## src/design/chip8_instruction_core_defines.svh

```systemverilog
// Assertion macros for the chip8 instruction core
`ifndef CHIP8_INSTRUCTION_CORE_DEFINES_SVH
`define CHIP8_INSTRUCTION_CORE_DEFINES_SVH
`ifndef SYNTHESIS
`define C8_ASSERT_IMPL(label, clk, rst_n, ante, cons) \
    label: assert property (@(posedge clk) disable iff (!rst_n) (ante) |-> (cons)) \
        else $error("assertion failed");
`define C8_ASSERT_NEXT(label, clk, rst_n, ante, cons) \
    label: assert property (@(posedge clk) disable iff (!rst_n) (ante) |=> (cons)) \
        else $error("assertion failed");
`else
`define C8_ASSERT_IMPL(label, clk, rst_n, ante, cons)
`define C8_ASSERT_NEXT(label, clk, rst_n, ante, cons)
`endif
`endif

```

## src/design/c8_alu.sv

```systemverilog
// ----------------------------------------------------------------------------
// c8_alu: shared 8-bit arithmetic unit
// Add, subtract, logic, shift and compare for the 8XY_ group and skips.
// ----------------------------------------------------------------------------
module c8_alu (
    input  logic [3:0] op,
    input  logic [7:0] a,
    input  logic [7:0] b,
    output logic [7:0] res,
    output logic       flag
);
    logic [8:0] sum;
    logic [8:0] dif;
    logic [8:0] rdif;

    always_comb
    begin
        sum  = {1'b0, a} + {1'b0, b};
        dif  = {1'b0, a} - {1'b0, b};
        rdif = {1'b0, b} - {1'b0, a};
        res  = b;
        flag = 1'b0;
        case (op)
            4'h0: res = b;
            4'h1: res = a | b;
            4'h2: res = a & b;
            4'h3: res = a ^ b;
            4'h4:
            begin
                res  = sum[7:0];
                flag = sum[8];
            end
            4'h5:
            begin
                res  = dif[7:0];
                flag = ~dif[8];
            end
            4'h6:
            begin
                res  = {1'b0, a[7:1]};
                flag = a[0];
            end
            4'h7:
            begin
                res  = rdif[7:0];
                flag = ~rdif[8];
            end
            4'hE:
            begin
                res  = {a[6:0], 1'b0};
                flag = a[7];
            end
            default:
            begin
                res  = a;
                flag = 1'b0;
            end
        endcase
    end
endmodule
```

## config.mk

```make
export PLATFORM = sky130hd
export DESIGN_NAME = c8_alu
export DESIGN_NICKNAME = d
export VERILOG_FILES = /design/src/design/chip8_instruction_core_defines.svh /design/src/design/c8_alu.sv
export SDC_FILE = /design/constraint.sdc
export NUM_CORES = 1
export LEC_CHECK = 0
export BUFFER_PORTS_ARGS = -buffer_cell sky130_fd_sc_hd__buf_4
export CORE_ASPECT_RATIO = 0.8
export CORE_MARGIN = 1.5
export CORE_UTILIZATION = 66
export DETAILED_ROUTE_END_ITERATION = 7
export PLACE_DENSITY = 0.95
export REMOVE_ABC_BUFFERS = 1
export SETUP_SLACK_MARGIN = 0.05
export SYNTH_ARGS = -nofsm -noshare
export SYNTH_HDL_FRONTEND = slang
export SYNTH_SLANG_ARGS = --single-unit
```

## constraint.sdc

```tcl
create_clock -name vclk -period 3.5
set_clock_uncertainty 0.05 [all_clocks]
set_input_delay 0 -clock vclk [all_inputs]
set_output_delay 0 -clock vclk [all_outputs]
set_load 0.02 [all_outputs]
```

# Word level (Yosys, flattened, before mapping)
# Index checks and enable logic that the tools add are counted.
# W data, S select, Z words.
# totals
reg_bits	0
output_inout_bits	9
# op_classes
n_reduce_logical	1
mux	2
n_eq_ne	8
n_addsub	3
bitwise	5
# ops
cell	count
$pmux W8 S9	1
$sub A8 B8 Y9	2
$eq A4 B3 Y1 const B	4
$add A8 B8 Y9	1
$and A8 B8 Y8	1
$eq A4 B2 Y1 const B	2
$or A8 B8 Y8	1
$xor A8 B8 Y8	1
$pmux W1 S5	1
$eq A4 B1 Y1 const B	1
$eq A4 B4 Y1 const B	1
$logic_not A4 Y1	1
$not A1 Y1	2

# Depth between registers and ports, before layout
# depth
word_depth	3
mapped_depth	9
depth_no_buf	9

# Least setup slack after synthesis
# OpenSTA, ideal clock, no wires.
# synth_timing
path_kind	input to output
from	input port a[0]
to	output port flag
arrival_time_ns	1.838
stages	7
required_time_ns	3.450
slack_ns	1.612
path_cell_list	ha_1 > fa_1 > a211oi_1 > nor2_1 > o31a_2 > a21o_2 > a311o_1
# synth_via
elab_chain_len	3
word_cells_on_any_way	6
cone_classes	3 x add/sub; 1 x mux; 2 x bitwise
# synth_rtl
element	line_no	rtl
from (decl)	c8_alu.sv:7	input logic [7:0] a,
$sub A8 B8 Y9 (on tied branches)	c8_alu.sv:20, c8_alu.sv:19	
$not A1 Y1 (on tied branches)	c8_alu.sv:46, c8_alu.sv:36	
$pmux W1 S5 *	c8_alu.sv:23	case (op)
to (decl)	c8_alu.sv:10	output logic flag
# Mark *: on every way between the ends. The rest lies on a longest branch, timed or not.

# Worst setup path after layout
# layout_timing
from	input port op[0]
to	output port flag
# layout_via
elab_chain_len	2
word_cells_on_any_way	6
cone_classes	5 x eq/ne; 1 x mux
# layout_rtl
element	line_no	rtl
from (decl)	c8_alu.sv:6	input logic [3:0] op,
$eq A4 B4 Y1 / $eq A4 B3 Y1 (equally long branches)	c8_alu.sv:23	
$pmux W1 S5 *	c8_alu.sv:23	
# Marks and branches as above.

==> flow_metrics.env <==
export IMPL_status="complete, no violations"
export IMPL_crit_family="simple AND/OR/NAND/NOR gates"
export IMPL_crit_type="in2out"
export IMPL_worstMarginPinSlew_ps=760.8
export IMPL_crit_path_max_incr_delay_ps=560
export IMPL_yosysUniqueCellTypes=65
export IMPL_fin_area_um2=2029
export IMPL_drv_cap=0
export IMPL_setup_tns_ps=0
export IMPL_die_area_um2=3197
export IMPL_antenna_found_initial=0
export IMPL_place_hpwl_mm=4.031
export IMPL_whs_ps=333.8
export IMPL_place_area_um2=2029
export IMPL_rows=17
export IMPL_drc_errors=0
export IMPL_endpoint="flag"
export IMPL_cp_arrival_ps=2180
export IMPL_relSlewSlack_pct=48.89
export IMPL_cts_setup_buffers=0
export IMPL_floorplan_die_width_um=62.84
export IMPL_path_max_fanout=22
export IMPL_rsz0062_at_grt="no"
export IMPL_io_pins=29
export IMPL_drv_slew=0
export IMPL_startpoint_type="primary input"
export IMPL_seq_cells=0
export IMPL_crit_required_ps=3450
export IMPL_min_period_ps=2226
export IMPL_power_density_nw_per_um2=148.3
export IMPL_yosys_area_top_type_share_pct=22.50
export IMPL_avgSynthCellArea_um2=7.161
export IMPL_layout_area_overhead_vs_synth_pct=7.346
export IMPL_core_area_um2=2744
export IMPL_ctsResizeCount=0
export IMPL_ir_worst_vdd_mv=0.08001
export IMPL_setup_viol=0
export IMPL_dr_first_iter_drc_count=355
export IMPL_die_h_um=50.87
export IMPL_final_cells=315
export IMPL_vias_per_cell=6.483
export IMPL_portBuffers=29
export IMPL_clkbuf_count=0
export IMPL_cts_hold_buf=0
export IMPL_cp_num_cells=8
export IMPL_critPathBufInv=2
export IMPL_grtUsageTotal_pct=34.20
export IMPL_startpoint="op[0]"
export IMPL_dp_cells=315
export IMPL_first_global_vias=1845
export IMPL_start_util_pct=68.90
export IMPL_syn_area_um2=1891
export IMPL_yosys_top_cells_count="34 x ha_1, 30 x nor2_1, 27 x inv_1"
export IMPL_ys_top_cells_by_area="ha_1 23%, a21oi_1 6.1%, nor2_1 6.0%, inv_1 5.4%, mux2i_1 4.8%"
export IMPL_hp_class="in2out"
export IMPL_ys_warn_count=0
export IMPL_power_leakage_nw=0.9705
export IMPL_ys_seq_area_share_pct=0
export IMPL_drtAntennaViolNets=0
export IMPL_place_congestion=0.9912
export IMPL_place_ws_ps=1311
export IMPL_yosys_area_top_type="ha_1"
export IMPL_overflow=0
export IMPL_worstPathCellList="buf_4, nand2b_1, or2_0, o21ai_0, a221oi_1, o21ai_0, a311o_1, buf_4"
export IMPL_routedWlPerCell_um=16.65
export IMPL_grt_first_pass_wirelength_mm=8.880
export IMPL_routed_wl_mm=5.246
export IMPL_layout_drive_gt1_share_pct=15.88
export IMPL_seqCellArea_um2=0
export IMPL_final_period_utilization_pct=63.60
export IMPL_grt_start_max_net_pins=27
export IMPL_clock_fmax_mhz=449.2
export IMPL_synth_most_common_cell="ha_1"
export IMPL_critPathCaptureType="output port"
export IMPL_slowest_stage="or2_0"
export IMPL_setup_ws_ps=1274
export IMPL_antenna_cells=0
export IMPL_vias=2042
export IMPL_nets=336
export IMPL_syn_inst=264
export IMPL_dr_pass1_iters=6
export IMPL_finalHoldViolations=0
worst min path at each step:
stage,from,to,depth (start not counted),slack (ps)
2_1_floorplan,op[3],res[1],1,80
3_3_place_gp,a[0],res[0],3,320
3_5_place_dp,a[6],res[6],3,330
4_1_cts,a[6],res[6],3,330
5_1_grt,a[0],res[0],3,360
6_report,a[6],res[6],3,330
layout by cell type, fill, tap and decap left out, drive strengths merged, types with 7 or more instances in the layout:
cell type and count:
ha 34, nor2 30, buf 30, inv 27, a21oi 24, o21ai 18
nand2 16, mux2i 9, nor3 7
metal layers:
layer / global-route usage [%] / part of all wire, % / up-vias
met5: 0 / 0 / -
met1: 48.86 / 42 / 905
li1: - / - / 981
met4: 7.407 / 1.7 / 0
met2: 56.63 / 45 / 143
met3: 2.643 / 12 / 13
metrics by stage:
stage               utilization (%)  power (mW)
floorplan                         -      0.1906
global placement              73.96      0.2875
detailed placement            73.96      0.2944
CTS                           73.96      0.2955
global route                  73.96      0.3291
finish                        73.96      0.3010
layout make-up:
type                       instances  area (µm²)
multi-input combinational        220        1655
fill                             230       714.4
timing repair buffer              30       225.2
inverter                          27       101.3
tap                               38       47.55
power by group:
part | total, mW | internal, mW | switching (mW)
combinational | 0.301 | 0.125 | 0.176
clock | 0 | 0 | 0
sequential | 0 | 0 | 0
total | 0.301 | 0.125 | 0.176
tightest hold or removal path, stage by stage:
cell	delay [ps]
buf_4	120
o32a_1	130
buf_4	130
cell families after synthesis:
family                     synth area share (%)
and+or+nand+nor                           18.66
adders and majority gates                 25.68
xor gates and xnor gates                  2.317
muxes                                     5.361
buffers and inverters                     12.77
AOI/OAI and AO/OA                         35.21
Note: power is estimated with default switching activity, not from simulation.
